**config.mk**
```make
export PLATFORM = sky130hd
export DESIGN_NAME = gbd_fifo
export DESIGN_NICKNAME = d
export VERILOG_FILES = /design/src/rtl/core/gray_box_downscaler_defines.svh /design/src/rtl/core/gbd_pkg.sv /design/src/rtl/core/gbd_fifo.sv
export SDC_FILE = /design/constraint.sdc
export NUM_CORES = 1
export LEC_CHECK = 0
export ABC_AREA = 1
export BUFFER_PORTS_ARGS = -buffer_cell sky130_fd_sc_hd__buf_2
export CAP_MARGIN = 20
export CORE_UTILIZATION = 32
export DETAILED_ROUTE_END_ITERATION = 6
export REMOVE_ABC_BUFFERS = 1
export SKIP_CTS_REPAIR_TIMING = 1
export SLEW_MARGIN = 10
export SYNTH_ARGS = -nofsm -noshare
export SYNTH_HDL_FRONTEND = slang
export SYNTH_SLANG_ARGS = --single-unit
```
**constraint.sdc**
```tcl
create_clock -name clock -period 1.8 [get_ports clock]
set_input_delay 0.36 -clock clock [delete_from_list [all_inputs] [get_ports clock]]
set_output_delay 0.36 -clock clock [all_outputs]
set_load 0.05 [all_outputs]
```
**src/rtl/core/gray_box_downscaler_defines.svh**
```systemverilog
// ---------------------------------------------------------------------------
// gray_box_downscaler assertion macros
// Shorthand for clocked implication checks used at the top level.
// ---------------------------------------------------------------------------
`ifndef GRAY_BOX_DOWNSCALER_DEFINES_SVH
`define GRAY_BOX_DOWNSCALER_DEFINES_SVH

// same-cycle implication
`define GBD_ASSERT_SAME(label, clk, rst, ante, cons, msg) \
   label: assert property (@(posedge clk) disable iff (rst) (ante) |-> (cons)) \
      else $error(msg);

// next-cycle implication
`define GBD_ASSERT_NEXT(label, clk, rst, ante, cons, msg) \
   label: assert property (@(posedge clk) disable iff (rst) (ante) |=> (cons)) \
      else $error(msg);

`endif

```
**src/rtl/core/gbd_pkg.sv**
```systemverilog
// ---------------------------------------------------------------------------
// gbd_pkg
// Widths, reciprocal tables and shared types of the gray box downscaler.
// ---------------------------------------------------------------------------
package gbd_pkg;

   localparam int MAX_INPUT_WIDTH = 1024;
   localparam int COL_W           = $clog2(MAX_INPUT_WIDTH);
   localparam int ROW_W           = 12;
   localparam int WID_W           = 11;
   localparam int HGT_W           = 13;
   localparam int FAC_W           = 5;
   localparam int BLK_W           = 4;
   localparam int PIX_W           = 8;
   localparam int CH_SUM_W        = 10;
   localparam int SUM_W           = 16;
   localparam int CSR_IDX_W       = 2;
   localparam int CSR_DATA_W      = 13;

   // gray = (r+g+b)/3 via multiply by ceil(2^11/3), exact for sums below 1024
   localparam int CHANNELS   = 3;
   localparam int GRAY_SH    = 11;
   localparam int GRAY_RECIP = ((1 << GRAY_SH) + CHANNELS - 1) / CHANNELS;
   localparam int GRAY_W     = CH_SUM_W + GRAY_SH - 1;

   // n/f via ceil(2^17/f), exact for n below 8192
   localparam int RECIP_W  = 18;
   localparam int RECIP_SH = 17;
   // n/(f*f) via ceil(2^24/f^2), exact for n below 65536
   localparam int SQ_RECIP_W  = 25;
   localparam int SQ_RECIP_SH = 24;

   localparam int QUEUE_DEPTH = 4;
   localparam int QPTR_W      = $clog2(QUEUE_DEPTH);

   localparam logic [CSR_IDX_W-1:0] CSR_INPUT_WIDTH  = 2'd0;
   localparam logic [CSR_IDX_W-1:0] CSR_INPUT_HEIGHT = 2'd1;
   localparam logic [CSR_IDX_W-1:0] CSR_SCALE_FACTOR = 2'd2;

   typedef struct packed {
      logic [FAC_W-1:0] factor;
      logic [WID_W-1:0] width;
      logic [HGT_W-1:0] height;
   } cfg_type;

   typedef struct packed {
      logic [COL_W-1:0] column;
      logic             first;
      logic             emit;
      logic             last;
      logic [PIX_W-1:0] gray;
   } qent_type;

   function automatic logic [RECIP_W-1:0] col_recip(input logic [FAC_W-1:0] f);
      logic [RECIP_W-1:0] m;
      case (f)
         5'd1:    m = 18'd131072;
         5'd2:    m = 18'd65536;
         5'd3:    m = 18'd43691;
         5'd4:    m = 18'd32768;
         5'd5:    m = 18'd26215;
         5'd6:    m = 18'd21846;
         5'd7:    m = 18'd18725;
         5'd8:    m = 18'd16384;
         5'd9:    m = 18'd14564;
         5'd10:   m = 18'd13108;
         5'd11:   m = 18'd11916;
         5'd12:   m = 18'd10923;
         5'd13:   m = 18'd10083;
         5'd14:   m = 18'd9363;
         5'd15:   m = 18'd8739;
         default: m = 18'd8192;
      endcase
      return m;
   endfunction

   function automatic logic [SQ_RECIP_W-1:0] sq_recip(input logic [FAC_W-1:0] f);
      logic [SQ_RECIP_W-1:0] m;
      case (f)
         5'd1:    m = 25'd16777216;
         5'd2:    m = 25'd4194304;
         5'd3:    m = 25'd1864136;
         5'd4:    m = 25'd1048576;
         5'd5:    m = 25'd671089;
         5'd6:    m = 25'd466034;
         5'd7:    m = 25'd342393;
         5'd8:    m = 25'd262144;
         5'd9:    m = 25'd207127;
         5'd10:   m = 25'd167773;
         5'd11:   m = 25'd138655;
         5'd12:   m = 25'd116509;
         5'd13:   m = 25'd99274;
         5'd14:   m = 25'd85599;
         5'd15:   m = 25'd74566;
         default: m = 25'd65536;
      endcase
      return m;
   endfunction

endpackage

```
**src/rtl/core/gbd_fifo.sv**
```systemverilog
// ---------------------------------------------------------------------------
// gbd_fifo
// Short queue of classified pixels between front and back.
// ---------------------------------------------------------------------------
module gbd_fifo (
   input  logic              clock,
   input  logic              reset,
   input  logic              push,
   input  gbd_pkg::qent_type push_ent,
   output logic              full,
   input  logic              pop,
   output gbd_pkg::qent_type pop_ent,
   output logic              empty
);
   import gbd_pkg::*;

   qent_type          mem_ff [QUEUE_DEPTH];
   logic [QPTR_W-1:0] wr_ptr_ff, wr_ptr_in;
   logic [QPTR_W-1:0] rd_ptr_ff, rd_ptr_in;
   logic [QPTR_W:0]   count_ff, count_in;

   assign full    = (count_ff == (QPTR_W+1)'(QUEUE_DEPTH));
   assign empty   = (count_ff == '0);
   assign pop_ent = mem_ff[rd_ptr_ff];

   always_comb begin
      wr_ptr_in = push ? wr_ptr_ff + QPTR_W'(1) : wr_ptr_ff;
      rd_ptr_in = pop ? rd_ptr_ff + QPTR_W'(1) : rd_ptr_ff;
      count_in  = count_ff;
      if (push && !pop) begin
         count_in = count_ff + (QPTR_W+1)'(1);
      end else if (pop && !push) begin
         count_in = count_ff - (QPTR_W+1)'(1);
      end
   end

   always_ff @(posedge clock) begin
      if (reset) begin
         wr_ptr_ff <= '0;
         rd_ptr_ff <= '0;
         count_ff  <= '0;
      end else begin
         wr_ptr_ff <= wr_ptr_in;
         rd_ptr_ff <= rd_ptr_in;
         count_ff  <= count_in;
      end
   end

   always_ff @(posedge clock) begin
      if (push) begin
         mem_ff[wr_ptr_ff] <= push_ent;
      end
   end

endmodule

```
**Word level (Yosys, flattened, before mapping)**

Memories as Yosys holds them, arrays and structs flattened. A register that Yosys moved wholly into a read port is not among the register bits.
Index checks and enable logic that the tools add are counted.

- Register bits after elaboration: 7
- Bits in writable memories: 84
- Logic and storage cells: 21
- Output and inout bits: 23
- Memories kept: 1

Memory list:

| memory | words | width | read ports | clocked after memory_dff | write ports | line | source |
|---|---|---|---|---|---|---|---|
| mem_ff | 4 | 21 | 1 | 1 | 1 | gbd_fifo.sv:17 | `qent_type mem_ff [QUEUE_DEPTH];` |

- Multiplexer cells: 6
- Reductions and logical operators: 6
- Add/subtract/negate cells: 4
- Equal/unequal tests: 1

Operators with widths:

| operator | count |
|---|---|
| $mux W3 | 2 |
| $add A2 B1 Y2 const B | 2 |
| $mux W2 | 2 |
| $add A3 B1 Y3 const B | 1 |
| $eq A3 B3 Y1 const B | 1 |
| $logic_not A3 Y1 | 1 |
| $sub A3 B1 Y3 const B | 1 |
| $logic_and A1 B1 Y1 | 2 |
| $logic_not A1 Y1 | 2 |
| $mux W1 | 2 |
| $reduce_bool A2 Y1 | 1 |

**Depth between registers and ports, before layout**

- Word-level depth: 4
- Gate-level depth with buffers: 10

**Worst setup path before layout**

No wires, ideal clock.

- Kind: register to output
- Start: register count_ff[0]
- End: output empty
- Path buffers: 0
- Arrival time: 1,431 ps
- Stages on the path, launching flop included: 2
- Setup slack: 9 ps
- Cells stage by stage: dfxtp_1 -> nor3_1

- Word-level cells in the longest chain between the ends: 1

RTL lines:

| item | line | source |
|---|---|---|
| start: declaration | gbd_fifo.sv:20 | `logic [QPTR_W:0] count_ff, count_in;` |
| start signal: assignment | gbd_fifo.sv:45 | `count_ff <= count_in;` |
| $logic_not A3 Y1 | gbd_fifo.sv:23 | `assign empty = (count_ff == '0);` |
| end: declaration | gbd_fifo.sv:13 | `output logic empty` |

Every way passes these cells.

==> results.txt <==
The clock network burns 34.3% of the power. The average instance area after synthesis came out at 13.8 µm². For the final worst setup slack, the log shows -0.0401 ns. Setup violations remaining at the end of the flow were counted as 11. After detailed routing, the number of remaining DRC violations is 0.

The endpoint kind of the worst setup timing path is an output port. The worst register-to-register path begins at wr_ptr_ff[0]. The number of vias per cell after detailed routing works out to 4.72. Among all stages on the critical path, the largest delay is contributed by sky130_fd_sc_hd__dfxtp_4. Headroom to the max-slew limit came out at 77.1%.

Summed over all nets, the half-perimeter wirelength after detailed placement is 4.29 mm. In this run the remaining antenna-violating nets after routing total 0. The critical path is of the register to output port type. Type of the worst min-delay path: input port to register. The tools report the cell leakage power as 1.71 nW. The final critical-path required period was 1.84 ns. IR analysis of the VDD net gives a maximum drop of 0.531 mV. The tools report the final-stage net count as 358.

For the required time at the worst-slack endpoint, the log shows 1.44 ns. CTS built an H-tree with a depth of 3. The tools report the terminus of the critical flop-to-flop path as mem_ff[0][16]. The number of global-route vias before repair is 2133, and the growth of design area from synthesis to finish is 28.6%. The area of the die is 11700 µm². Registers take 2710 µm². Dividing total power by cell area gives a power density of 1100 nW/µm². The wire length of the first global-routing pass is 11.0 mm. The largest net degree at the start of global routing is 43. At the placement stage, the worst setup path has a slack of 0.122 ns. Clock transition time at the flip-flop clock pins of the worst setup and hold paths: 0.06 ns. The later pin in the worst-skew pair is clocked with a latency of 0.34 ns.

The DRC marker count from the first detailed-route iteration is 83. Summing all non-filler instances in the final layout gives an area of 4650 µm². Sequential share of power: 48.8%. The share of total power in combinational logic is 17.0%, and the final number of hold-violating endpoints is 0. The run gives 0 as the count of synthesis-stage warnings from yosys.

The total routing resource utilization after global routing is 12.8%. The die width works out to 108 µm. The largest total area in the synthesized netlist belongs to sky130_fd_sc_hd__edfxtp_1. The final critical path takes up 102% of the cycle. The final number of max-transition violations is 0. After synthesis, the netlist uses 22 different library cells. After technology mapping, the gate count stands at 262. TritonCTS built the clock tree.

The congestion estimate from routability-driven global placement came to 0.687. In the final layout, the multi-input gates occupy 815 µm². After floorplanning, the core was divided into 38 placement rows. The wire length per cell after detailed routing came out at 15.9 µm.

Leaving out fill and tap cells, the most frequent cells in the layout are 84 x sky130_fd_sc_hd__edfxtp_1, 43 x sky130_fd_sc_hd__nor2_1, 27 x sky130_fd_sc_hd__o21ai_1. The run gives 1 as the initial antenna violation count. Measured in cells, the most critical reg-to-reg path has a length of 5.

The number of placed I/O pins is 48. The tools report the final non-filler cell total as 473. The checks that failed: setup timing.

The critical path goes through buf_12 > buf_8 > o21ai_2 > o22ai_2 > buf_6. Setup repair after global routing could not meet its margin everywhere. Number of sinks handled by clock tree synthesis: 93. Across the run, the number of max-cap violations was 0. Timing would allow up to 543 MHz.

The total instance count after detailed placement came out at 445. The tools report the netlist area before placement as 3610 µm². The run gives 3990 µm² as the total placed instance area. In this run the worst setup path terminates at pop_ent[11].

The fraction of final layout cells sized beyond drive strength 1 is 33.4%. Grouping stages by cell kind, the critical path spends the most delay in buffers and inverters. Clock skew on the completed layout was measured at 0.00670 ns.

Sorting the synthesized cells by area gives the leading types as sky130_fd_sc_hd__edfxtp_1 70%, sky130_fd_sc_hd__dfxtp_1 5.0%, sky130_fd_sc_hd__nor2_1 4.8%. The largest stage delay on the critical path is 0.40 ns, and the setup slack on the worst flop-to-flop path is 0.46 ns. Across all layers, the routed design uses 2233 vias.

For the pin with the worst max-slew slack, the measured transition is 0.343 ns. Together, buffers and inverters on the worst path number 3. For this configuration, the core starts out at a cell density of 33.0%. Along the worst path, the maximum fanout reaches 6. The maximum clock insertion buffer count came out at 2. The top-area cell type share of the netlist area was 69.8%; the overall overflow remaining after global route was 0. The count of buffers inserted at the top-level ports is 47. In this run the number of cells on the critical path is 5.

For this block, the routed nets add up to 7.53 mm of wire. The height of the chip works out to 108 µm. The net switching share of the total power is 27.8%. In this run the power spent charging and discharging nets is 1.43 mW. Internal power comes to 3.70 mW. Counting instances, the worst hold path has a depth of 2. For the arrival time of data at the critical path endpoint, the log shows 1.48 ns.

In this run the standard cell core region covers 10900 µm². The most common cell after layout, fill and taps aside was sky130_fd_sc_hd__edfxtp_1. The run gives 4 as the count of TritonRoute iterations in the first routing pass. CTS placed an instance of sky130_fd_sc_hd__clkbuf_16 at the clock tree root. Counting the buffers created by CTS gives 9.

The flow ran to the end, but the final reports show violations. After synthesis, flip-flops and latches occupy 74.8% of the total area. The filler cells instantiated in the layout total 1002. The synthesized design contains 93 register bits.

STA classifies the critical path startpoint as a register.
## cell usage after synthesis
library cell,n
sky130_fd_sc_hd__buf_6,7
sky130_fd_sc_hd__a21oi_1,3
sky130_fd_sc_hd__ha_1,5
sky130_fd_sc_hd__inv_1,15
sky130_fd_sc_hd__o21ai_0,28
sky130_fd_sc_hd__nor2_1,46
sky130_fd_sc_hd__buf_4,2
sky130_fd_sc_hd__nand2_1,9
sky130_fd_sc_hd__nor2_2,2
sky130_fd_sc_hd__o22ai_1,19
sky130_fd_sc_hd__o21ai_1,19
sky130_fd_sc_hd__o22ai_2,2
sky130_fd_sc_hd__inv_2,1
sky130_fd_sc_hd__nand3_1,1
sky130_fd_sc_hd__inv_8,1
sky130_fd_sc_hd__dfxtp_1,9
sky130_fd_sc_hd__nor3_1,2
sky130_fd_sc_hd__fa_1,1
sky130_fd_sc_hd__nand4_1,1
sky130_fd_sc_hd__xor2_1,1
sky130_fd_sc_hd__buf_2,4
sky130_fd_sc_hd__edfxtp_1,84
## power groups by stage
stage | Clock, mW | Combinational, mW | Sequential [mW]
2_1_floorplan | 0 | 0.474 | 2.55
3_3_place_gp | 0 | 0.700 | 2.54
3_5_place_dp | 0 | 0.712 | 2.55
4_1_cts | 1.81 | 0.714 | 2.50
5_1_grt | 1.88 | 0.933 | 2.51
6_report | 1.76 | 0.870 | 2.50
## area by class of cell
class / instances / share of cell area, %
flip-flops and latches: 93 / 58.3
diodes: 1 / 0.0538
inverters: 17 / 2.05
clock buffers: 9 / 4.85
repair inverters: 1 / 0.242
well taps: 140 / 3.77
clock inverters: 7 / 1.27
multi-input cells: 139 / 17.5
repair buffers: 66 / 12.0
## per-stage QoR
step / power [mW] / hold WS (ns) / utilization [%] / TNS [ns]
6_report: 5.13 / 0.183 / 42.5 / -0.259
5_1_grt: 5.32 / 0.183 / 42.5 / -1.16
4_1_cts: 5.03 / 0.171 / 39.1 / -4.21
3_5_place_dp: 3.26 / 0.443 / 36.5 / 0
3_3_place_gp: 3.24 / 0.449 / 36.5 / 0
2_1_floorplan: 3.03 / 0.412 / - / -10.89
## state kept, by name, summed over array words and instances (netlist names), named ones only
signal / cells
wr_ptr_ff: 2
count_ff: 3
mem_ff: 84
rd_ptr_ff: 2
## cells by family after synthesis
| logic type | Yosys count | synth area share (%) |
|---|---|---|
| buf+inv | 30 | 5.12 |
| fa+ha+maj | 6 | 2.29 |
| compound gates | 71 | 10.9 |
| xor+xnor | 1 | 0.242 |
| simple gates | 61 | 6.65 |
| flops | 93 | 74.8 |
## worst min path at each step
stage | from | endpoint
6_report | reset | count_ff[0]
5_1_grt | reset | count_ff[0]
4_1_cts | reset | count_ff[0]
3_5_place_dp | rd_ptr_ff[1] | rd_ptr_ff[1]
3_3_place_gp | rd_ptr_ff[1] | rd_ptr_ff[1]
2_1_floorplan | rd_ptr_ff[1] | register
## per-layer routing
metal	wire length [µm]	track usage (%)	vias up
met5	0	0	-
met4	78	4.63	0
met2	3680	20.6	56
met3	493	4.22	9
li1	-	-	1082
met1	3280	16.1	1086
Note: power is estimated with default switching activity, not from simulation.
