[config.mk]
export PLATFORM = sky130hd
export DESIGN_NAME = gbd_front
export DESIGN_NICKNAME = d
export VERILOG_FILES = /design/src/rtl/core/gray_box_downscaler_defines.svh /design/src/rtl/core/gbd_pkg.sv /design/src/rtl/core/gbd_front.sv
export SDC_FILE = /design/constraint.sdc
export NUM_CORES = 2
export LEC_CHECK = 0
export BUFFER_PORTS_ARGS = -buffer_cell sky130_fd_sc_hd__buf_2
export CAP_MARGIN = 30
export CELL_PAD_IN_SITES_DETAIL_PLACEMENT = 1
export CELL_PAD_IN_SITES_GLOBAL_PLACEMENT = 2
export CORE_UTILIZATION = 35
export CTS_BUF_LIST = sky130_fd_sc_hd__clkbuf_8 sky130_fd_sc_hd__clkbuf_16
export DETAILED_ROUTE_END_ITERATION = 12
export MAX_ROUTING_LAYER = met4
export PLACE_DENSITY_LB_ADDON = 0.1
export SETUP_SLACK_MARGIN = 0.1
export SYNTH_ARGS = -nofsm -noshare
export SYNTH_HDL_FRONTEND = slang
export SYNTH_SLANG_ARGS = --single-unit
[constraint.sdc]
create_clock -name clock -period 15.6 [get_ports clock]
set_clock_uncertainty 0.15 [all_clocks]
set_input_delay 3.12 -clock clock [delete_from_list [all_inputs] [get_ports clock]]
set_output_delay 3.12 -clock clock [all_outputs]
set_load 0.005 [all_outputs]
[src/rtl/core/gray_box_downscaler_defines.svh]
// ---------------------------------------------------------------------------
// gray_box_downscaler assertion macros
// Shorthand for clocked implication checks used at the top level.
// ---------------------------------------------------------------------------
`ifndef GRAY_BOX_DOWNSCALER_DEFINES_SVH
`define GRAY_BOX_DOWNSCALER_DEFINES_SVH

// same-cycle implication
`define GBD_ASSERT_SAME(label, clk, rst, ante, cons, msg) \
   label: assert property (@(posedge clk) disable iff (rst) (ante) |-> (cons)) \
      else $error(msg);

// next-cycle implication
`define GBD_ASSERT_NEXT(label, clk, rst, ante, cons, msg) \
   label: assert property (@(posedge clk) disable iff (rst) (ante) |=> (cons)) \
      else $error(msg);

`endif

[src/rtl/core/gbd_pkg.sv]
// ---------------------------------------------------------------------------
// gbd_pkg
// Widths, reciprocal tables and shared types of the gray box downscaler.
// ---------------------------------------------------------------------------
package gbd_pkg;

   localparam int MAX_INPUT_WIDTH = 1024;
   localparam int COL_W           = $clog2(MAX_INPUT_WIDTH);
   localparam int ROW_W           = 12;
   localparam int WID_W           = 11;
   localparam int HGT_W           = 13;
   localparam int FAC_W           = 5;
   localparam int BLK_W           = 4;
   localparam int PIX_W           = 8;
   localparam int CH_SUM_W        = 10;
   localparam int SUM_W           = 16;
   localparam int CSR_IDX_W       = 2;
   localparam int CSR_DATA_W      = 13;

   // gray = (r+g+b)/3 via multiply by ceil(2^11/3), exact for sums below 1024
   localparam int CHANNELS   = 3;
   localparam int GRAY_SH    = 11;
   localparam int GRAY_RECIP = ((1 << GRAY_SH) + CHANNELS - 1) / CHANNELS;
   localparam int GRAY_W     = CH_SUM_W + GRAY_SH - 1;

   // n/f via ceil(2^17/f), exact for n below 8192
   localparam int RECIP_W  = 18;
   localparam int RECIP_SH = 17;
   // n/(f*f) via ceil(2^24/f^2), exact for n below 65536
   localparam int SQ_RECIP_W  = 25;
   localparam int SQ_RECIP_SH = 24;

   localparam int QUEUE_DEPTH = 4;
   localparam int QPTR_W      = $clog2(QUEUE_DEPTH);

   localparam logic [CSR_IDX_W-1:0] CSR_INPUT_WIDTH  = 2'd0;
   localparam logic [CSR_IDX_W-1:0] CSR_INPUT_HEIGHT = 2'd1;
   localparam logic [CSR_IDX_W-1:0] CSR_SCALE_FACTOR = 2'd2;

   typedef struct packed {
      logic [FAC_W-1:0] factor;
      logic [WID_W-1:0] width;
      logic [HGT_W-1:0] height;
   } cfg_type;

   typedef struct packed {
      logic [COL_W-1:0] column;
      logic             first;
      logic             emit;
      logic             last;
      logic [PIX_W-1:0] gray;
   } qent_type;

   function automatic logic [RECIP_W-1:0] col_recip(input logic [FAC_W-1:0] f);
      logic [RECIP_W-1:0] m;
      case (f)
         5'd1:    m = 18'd131072;
         5'd2:    m = 18'd65536;
         5'd3:    m = 18'd43691;
         5'd4:    m = 18'd32768;
         5'd5:    m = 18'd26215;
         5'd6:    m = 18'd21846;
         5'd7:    m = 18'd18725;
         5'd8:    m = 18'd16384;
         5'd9:    m = 18'd14564;
         5'd10:   m = 18'd13108;
         5'd11:   m = 18'd11916;
         5'd12:   m = 18'd10923;
         5'd13:   m = 18'd10083;
         5'd14:   m = 18'd9363;
         5'd15:   m = 18'd8739;
         default: m = 18'd8192;
      endcase
      return m;
   endfunction

   function automatic logic [SQ_RECIP_W-1:0] sq_recip(input logic [FAC_W-1:0] f);
      logic [SQ_RECIP_W-1:0] m;
      case (f)
         5'd1:    m = 25'd16777216;
         5'd2:    m = 25'd4194304;
         5'd3:    m = 25'd1864136;
         5'd4:    m = 25'd1048576;
         5'd5:    m = 25'd671089;
         5'd6:    m = 25'd466034;
         5'd7:    m = 25'd342393;
         5'd8:    m = 25'd262144;
         5'd9:    m = 25'd207127;
         5'd10:   m = 25'd167773;
         5'd11:   m = 25'd138655;
         5'd12:   m = 25'd116509;
         5'd13:   m = 25'd99274;
         5'd14:   m = 25'd85599;
         5'd15:   m = 25'd74566;
         default: m = 25'd65536;
      endcase
      return m;
   endfunction

endpackage

[src/rtl/core/gbd_front.sv]
// ---------------------------------------------------------------------------
// gbd_front
// Raster counters, gray conversion and block classification of each pixel.
// ---------------------------------------------------------------------------
module gbd_front (
   input  logic                       clock,
   input  logic                       reset,
   input  gbd_pkg::cfg_type           cfg,
   input  logic                       req_valid,
   output logic                       req_stall,
   input  logic [gbd_pkg::PIX_W-1:0]  req_red,
   input  logic [gbd_pkg::PIX_W-1:0]  req_green,
   input  logic [gbd_pkg::PIX_W-1:0]  req_blue,
   input  logic                       q_full,
   output logic                       q_push,
   output gbd_pkg::qent_type          q_ent
);
   import gbd_pkg::*;

   logic [COL_W-1:0]    cp_ff, cp_in;
   logic [ROW_W-1:0]    rp_ff, rp_in;
   logic [BLK_W-1:0]    cib_ff, cib_in;
   logic [BLK_W-1:0]    rib_ff, rib_in;
   logic                f1_valid_ff, f1_valid_in;
   logic [COL_W-1:0]    f1_col_ff, f1_col_in;
   logic [ROW_W-1:0]    f1_row_ff, f1_row_in;
   logic [BLK_W-1:0]    f1_cib_ff, f1_cib_in;
   logic [BLK_W-1:0]    f1_rib_ff, f1_rib_in;
   logic [CH_SUM_W-1:0] f1_s3_ff, f1_s3_in;
   logic [WID_W-1:0]    wq_ff, wq_in;
   logic [HGT_W-1:0]    hq_ff, hq_in;

   logic                accept;
   logic [COL_W-1:0]    col;
   logic [ROW_W-1:0]    row;
   logic [BLK_W-1:0]    cib;
   logic [BLK_W-1:0]    rib;
   logic [WID_W-1:0]    col_nx;
   logic [HGT_W-1:0]    row_nx;
   logic [FAC_W-1:0]    cib_nx;
   logic [FAC_W-1:0]    rib_nx;
   logic [RECIP_W-1:0]  mcol;
   logic [WID_W+RECIP_W-1:0] w_prod;
   logic [HGT_W+RECIP_W-1:0] h_prod;
   logic [COL_W+RECIP_W-1:0] c_prod;
   logic [ROW_W+RECIP_W-1:0] r_prod;
   logic [GRAY_W:0]          g_prod;
   logic [COL_W-1:0]    colq;
   logic [ROW_W-1:0]    rowq;
   logic [FAC_W-1:0]    f_m1;

   assign req_stall = f1_valid_ff && q_full;
   assign accept    = req_valid && !req_stall;
   assign q_push    = f1_valid_ff && !q_full;
   assign mcol      = col_recip(cfg.factor);

   always_comb begin
      col    = ({1'b0, cp_ff} >= cfg.width) ? '0 : cp_ff;
      row    = ({1'b0, rp_ff} >= cfg.height) ? '0 : rp_ff;
      cib    = ({1'b0, cib_ff} >= cfg.factor) ? '0 : cib_ff;
      rib    = ({1'b0, rib_ff} >= cfg.factor) ? '0 : rib_ff;
      col_nx = {1'b0, col} + WID_W'(1);
      row_nx = {1'b0, row} + HGT_W'(1);
      cib_nx = {1'b0, cib} + FAC_W'(1);
      rib_nx = {1'b0, rib} + FAC_W'(1);

      cp_in  = cp_ff;
      rp_in  = rp_ff;
      cib_in = cib_ff;
      rib_in = rib_ff;
      if (accept) begin
         if (col_nx >= cfg.width) begin
            cp_in  = '0;
            cib_in = '0;
            if (row_nx >= cfg.height) begin
               rp_in  = '0;
               rib_in = '0;
            end else begin
               rp_in  = row_nx[ROW_W-1:0];
               rib_in = (rib_nx >= cfg.factor) ? '0 : rib_nx[BLK_W-1:0];
            end
         end else begin
            cp_in  = col_nx[COL_W-1:0];
            cib_in = (cib_nx >= cfg.factor) ? '0 : cib_nx[BLK_W-1:0];
            rp_in  = row;
            rib_in = rib;
         end
      end

      f1_valid_in = f1_valid_ff;
      if (accept) begin
         f1_valid_in = 1'b1;
      end else if (q_push) begin
         f1_valid_in = 1'b0;
      end
      f1_col_in = accept ? col : f1_col_ff;
      f1_row_in = accept ? row : f1_row_ff;
      f1_cib_in = accept ? cib : f1_cib_ff;
      f1_rib_in = accept ? rib : f1_rib_ff;
      f1_s3_in  = accept ? (CH_SUM_W'(req_red) + CH_SUM_W'(req_green) + CH_SUM_W'(req_blue))
                         : f1_s3_ff;
   end

   // per-frame block counts, refreshed every cycle from the registers
   always_comb begin
      w_prod = (WID_W+RECIP_W)'(cfg.width) * (WID_W+RECIP_W)'(mcol);
      h_prod = (HGT_W+RECIP_W)'(cfg.height) * (HGT_W+RECIP_W)'(mcol);
      wq_in  = w_prod[RECIP_SH+WID_W-1:RECIP_SH];
      hq_in  = h_prod[RECIP_SH+HGT_W-1:RECIP_SH];
   end

   // classification of the pixel held in the first stage
   always_comb begin
      c_prod = (COL_W+RECIP_W)'(f1_col_ff) * (COL_W+RECIP_W)'(mcol);
      r_prod = (ROW_W+RECIP_W)'(f1_row_ff) * (ROW_W+RECIP_W)'(mcol);
      g_prod = (GRAY_W+1)'(f1_s3_ff) * (GRAY_W+1)'(GRAY_RECIP);
      colq   = c_prod[RECIP_SH+COL_W-1:RECIP_SH];
      rowq   = r_prod[RECIP_SH+ROW_W-1:RECIP_SH];
      f_m1   = cfg.factor - FAC_W'(1);

      q_ent.column = colq;
      q_ent.first  = (f1_cib_ff == '0) && (f1_rib_ff == '0);
      q_ent.emit   = ({1'b0, f1_cib_ff} == f_m1) && ({1'b0, f1_rib_ff} == f_m1)
                     && ({1'b0, colq} < wq_ff) && ({1'b0, rowq} < hq_ff);
      q_ent.last   = ({1'b0, colq} == wq_ff - WID_W'(1))
                     && ({1'b0, rowq} == hq_ff - HGT_W'(1));
      q_ent.gray   = g_prod[GRAY_SH+PIX_W-1:GRAY_SH];
   end

   always_ff @(posedge clock) begin
      if (reset) begin
         cp_ff       <= '0;
         rp_ff       <= '0;
         cib_ff      <= '0;
         rib_ff      <= '0;
         f1_valid_ff <= 1'b0;
      end else begin
         cp_ff       <= cp_in;
         rp_ff       <= rp_in;
         cib_ff      <= cib_in;
         rib_ff      <= rib_in;
         f1_valid_ff <= f1_valid_in;
      end
   end

   always_ff @(posedge clock) begin
      f1_col_ff <= f1_col_in;
      f1_row_ff <= f1_row_in;
      f1_cib_ff <= f1_cib_in;
      f1_rib_ff <= f1_rib_in;
      f1_s3_ff  <= f1_s3_in;
      wq_ff     <= wq_in;
      hq_ff     <= hq_in;
   end

endmodule

# --- Word level (Yosys, flattened, before mapping) ---
# Memory sizes are Yosys's and may differ from the RTL's.
# Cells that the tools add are included.
totals:
  register_bits: 95
  memories: 1
  elab_cells: 69
  mem_bits_ro: 288
  in_bits: 57
classes:
  mux: 15
  addsub: 9
  magnitude_cmp: 10
  n_eq_ne: 4
  multipliers: 5
  reduce_logical: 13
mem_list:
  columns: ["name", "words", "word_bits", "rd", "rd_ports_with_merged_regs", "write_ports", "line", "text"]
  rows:
  - ["(no name shown)", 16, 18, 1, 0, 0, "gbd_pkg.sv:56", "case (f)"]
op_table:
  columns: ["cell", "count"]
  rows:
  - ["2-to-1 mux 12 bit", 3]
  - ["multiplier 13 x 18 -> 30 bit", 1]
  - ["multiplier 12 x 18 -> 29 bit", 1]
  - ["multiplier 11 x 18 -> 28 bit", 1]
  - ["2-to-1 mux 4 bit", 7]
  - ["multiplier 10 x 18 -> 27 bit", 1]
  - ["2-to-1 mux 10 bit", 2]
  - ["multiplier 10 x 10 -> 19 bit (second input constant)", 1]
  - ["2-to-1 mux 18 bit", 1]
  - ["adder 12 x 1 -> 13 bit (second input constant)", 1]
  - ["== test 12 x 13 -> 1 bit", 1]
  - ["greater-or-equal comparator 12 x 13 -> 1 bit", 1]
  - ["greater-or-equal comparator 13 bit", 1]
  - ["< comparator 12 x 13 -> 1 bit", 1]
  - ["subtractor 13 x 1 -> 13 bit (second input constant)", 1]
  - ["adder 10 x 1 -> 11 bit (second input constant)", 1]
  - ["== test 10 x 11 -> 1 bit", 1]
  - ["greater-or-equal comparator 10 x 11 -> 1 bit", 1]
  - ["greater-or-equal comparator 11 bit", 1]
  - ["< comparator 10 x 11 -> 1 bit", 1]
  - ["subtractor 11 x 1 -> 11 bit (second input constant)", 1]
  - ["adder 4 x 1 -> 5 bit (second input constant)", 2]
  - ["adder 9 x 8 -> 10 bit", 1]
  - ["== test 4 x 5 -> 1 bit", 2]
  - ["9 further kinds", 21]

# --- Depth between registers and ports, before layout ---
depth:
  ltp_word: 7
  ltp_mapped: 41
  depth_no_buf: 39

# --- Least setup slack after synthesis ---
# Ideal clock, no wire load.
synth_timing:
  path_type: "input port to output port"
  start: "input cfg[26] (netlist name)"
  end: "output q_ent[9] (netlist name)"
  required_time_ps: 12330
  arrival_ps: 11145
  path_slack_ps: 1185
  n_path_buf: 3
  stages: 32
  path_cell_list: "clkbuf_1 clkinv_1 ha_1 mux2_2 nand2_1 clkbuf_1 clkbuf_1 nand2_1 fa_1 inv_1 fa_1 fa_1 fa_1 inv_1 fa_1 inv_1 ha_1 and2_1 o211a_1 a2111oi_0 a21oi_1 or4b_1 nand2_1 o21ai_0 or2_2 a21oi_1 xor2_1 ha_1 a21oi_1 o22ai_1 a2111oi_0 o311a_1"
synth_rtl:
  columns: ["item", "line", "text"]
  rows:
  - ["start: declaration", "gbd_front.sv:8", "input gbd_pkg::cfg_type cfg,"]
  - ["end: declaration", "gbd_front.sv:16", "output gbd_pkg::qent_type q_ent"]

==> flow_summary.ini <==
[sta]
slew_viol_final = 0
slew_headroom_pct = 31.0
fin_setup_tns_ns = 0
fmax_ghz = 0.0658
rsz0062_at_grt = no
fin_ws_ns = 0.408
post-route-min-period_ns = 15.19
min_period_over_period_pct = 97.4
tightestPinTransition_ns = 1.04
setup_violations = 0
finalHoldViolCount = 0
whs_ns = 0.334

[global_route]
top_usage_layer = met2
grt.total_usage_pct = 24.7
gr-usage-met2_pct = 41.5
use_met1_pct = 31.4
grt-ovfl-total = 0
grt_antenna_before_repair = 5
gr-usage-met3_pct = 3.21
grt_pass1_wl_um = 172000
grt_pass1_vias = 29100
grt_max_degree = 49

[synthesis]
yosys_warnings = 0
ys_types = 72
synth_edf_count = 40
synth.area.top_cells = fa_1 (39%), ha_1 (16%), inv_1 (8.4%)
synthTopCellsByCount = inv_1 (726), fa_1 (627), nand2_1 (573), ha_1 (415), and2_1 (286)
seq_area_frac_synth_pct = 7.09
synth_ff_type = dfxtp_1
synth_top_area_cell = fa_1
syn-cell-area_mm2 = 0.0325
async_reset_ff_share_pct = 0
avgSynthCellArea_um2 = 8.81
syn_inst = 3686
synth-seq-cells = 95
synth_nets = 4785
synth_top_cell_area_share_pct = 38.7
synth.most_common_cell = inv_1

[worst_setup_path]
r2r-end = rp_ff[11]
endpoint_kind = output pin
crit_path_top_delay_cell = fa_1
crit_path_end = q_ent[8]
path_common_cell = fa_1
r2r_start = cp_ff[0]
critPathArrivalTime_ns = 11.92
r2r_cells = 29
path_max_fanout = 9
worstSetupPathType = in2out
rrSetupSlack_ns = 8.65
start_kind = primary input
required_ns = 12.33
crit_start = cfg[24]
cpPeakStageDelay_ns = 0.60

[finish]
nets = 4827
stdcell_count = 4978
drive_above_1_share_pct = 6.78
final_area_mm2 = 0.0353
syn_to_final_growth_pct = 8.62
finalCoreUtilization_pct = 38.4

[clock_network]
h-tree-depth = 3
cts.clk_slew.worst_paths_ns = 0.09
hold_buffers = 0
clock_sinks = 95
worstSkewPairLatency_ns = 0.40
clk_path_buf_depth = 2
cts_tree = yes
cts-root-buf = clkbuf_16
numCtsBuffers = 9

[floorplan]
dieArea_mm2 = 0.0940
core_mm2 = 0.0918
start_util_pct = 35.4
rows = 111
ios = 80
die_w_um = 307
die_h_um = 307

[drt]
totalWireLength_um = 108000
ant_nets = 0
viasPerCell = 5.04
drt-pass1-iter-count = 5
vias = 25100
drc = 0
drt_iter0_markers = 1054
detail_route.wl_per_cell_um = 21.6

[run]
maxCapViolations = 0

[power_and_ir_drop]
peakVddDrop_v = 0.000113
finalPower_mw = 2.96
power.density_mw_per_mm2 = 83.8
p_leak_nw = 17.6

[placement]
globalplace.congestion = 0.889
dp_hpwl_um = 88200
placed_cell_area_mm2 = 0.0347
dp.cells = 4945
numPortBuffers = 79
dp_slack_ns = 0.142

[worst_hold_path]
whs_path_depth = 2
hp-class = reg2reg

[outcome]
status = finished, final reports clean
==> final cells by class <==
cell class,instances,area [µm²]
Antenna cell,2,5.00
Clock buffer,12,278
Clock inverter,4,33.8
Fill cell,10800,56500
Inverter,731,2740
Multi-Input combinational cell,2696,27000
Sequential cell,95,2300
Tap cell,1243,1560
Timing Repair Buffer,195,1350
==> routing by layer <==
metal,vias to the layer above,wire [µm]
li1,11400,-
met2,373,52700
met4,0,2850
met3,110,3670
met1,13100,48400
met5,-,0
==> flip-flops by register name, indices dropped and copies added (netlist names) <==
signal	count
hq_ff	13
f1_valid_ff	1
f1_row_ff	12
f1_cib_ff	4
cib_ff	4
rp_ff	12
f1_col_ff	10
rib_ff	4
cp_ff	10
wq_ff	11
f1_rib_ff	4
f1_s3_ff	10
==> cell families after synthesis <==
logic type | Yosys count | synth area share [%]
xor+xnor | 129 | 3.59
fa+ha+maj | 1042 | 54.7
simple gates | 1201 | 17.6
mux | 6 | 0.189
buf+inv | 895 | 10.4
flops | 95 | 7.09
compound gates | 318 | 6.46
==> power by group <==
part / leakage [nW] / switching (mW) / internal, mW
clock: 0.156 / 0.122 / 0.129
sequential: 0.851 / 0.0594 / 0.300
combinational: 16.6 / 1.34 / 1.00
==> how the worst min path moves through the flow <==
stage	from	to	slack (ns)
6_report	cib_ff[0]	cib_ff[0]	0.33
5_1_grt	cib_ff[0]	cib_ff[0]	0.36
4_1_cts	cib_ff[0]	cib_ff[0]	0.34
3_5_place_dp	cib_ff[0]	cib_ff[0]	0.33
3_3_place_gp	cib_ff[0]	cib_ff[0]	0.32
2_1_floorplan	cib_ff[0]	cib_ff[0]	0.30
==> layout by cell type, fill, tap and decap left out, types with 58 or more instances in the layout <==
master   count
ha_1       414
nor2_1     110
buf_2       78
o21ai_0     58
inv_1      726
xnor2_1     83
and2_1     286
fa_1       627
a21oi_1     81
nor3_1      62
buf_4      107
nand2_1    572
==> repair_timing <==
action,4_1_cts,5_1_grt
resized for setup,0,8
endpoints found under the setup margin,0,2
buffers inserted,0,13
==> critical path: cells and delay by family <==
kind            cells  cell delay [ns]
compound gates      2             1.03
xor+xnor            2             0.47
fa+ha+maj           7             3.40
buf+inv             8             1.21
mux                 2             0.32
simple gates       10             2.34
(Power assumes the default switching activity.)
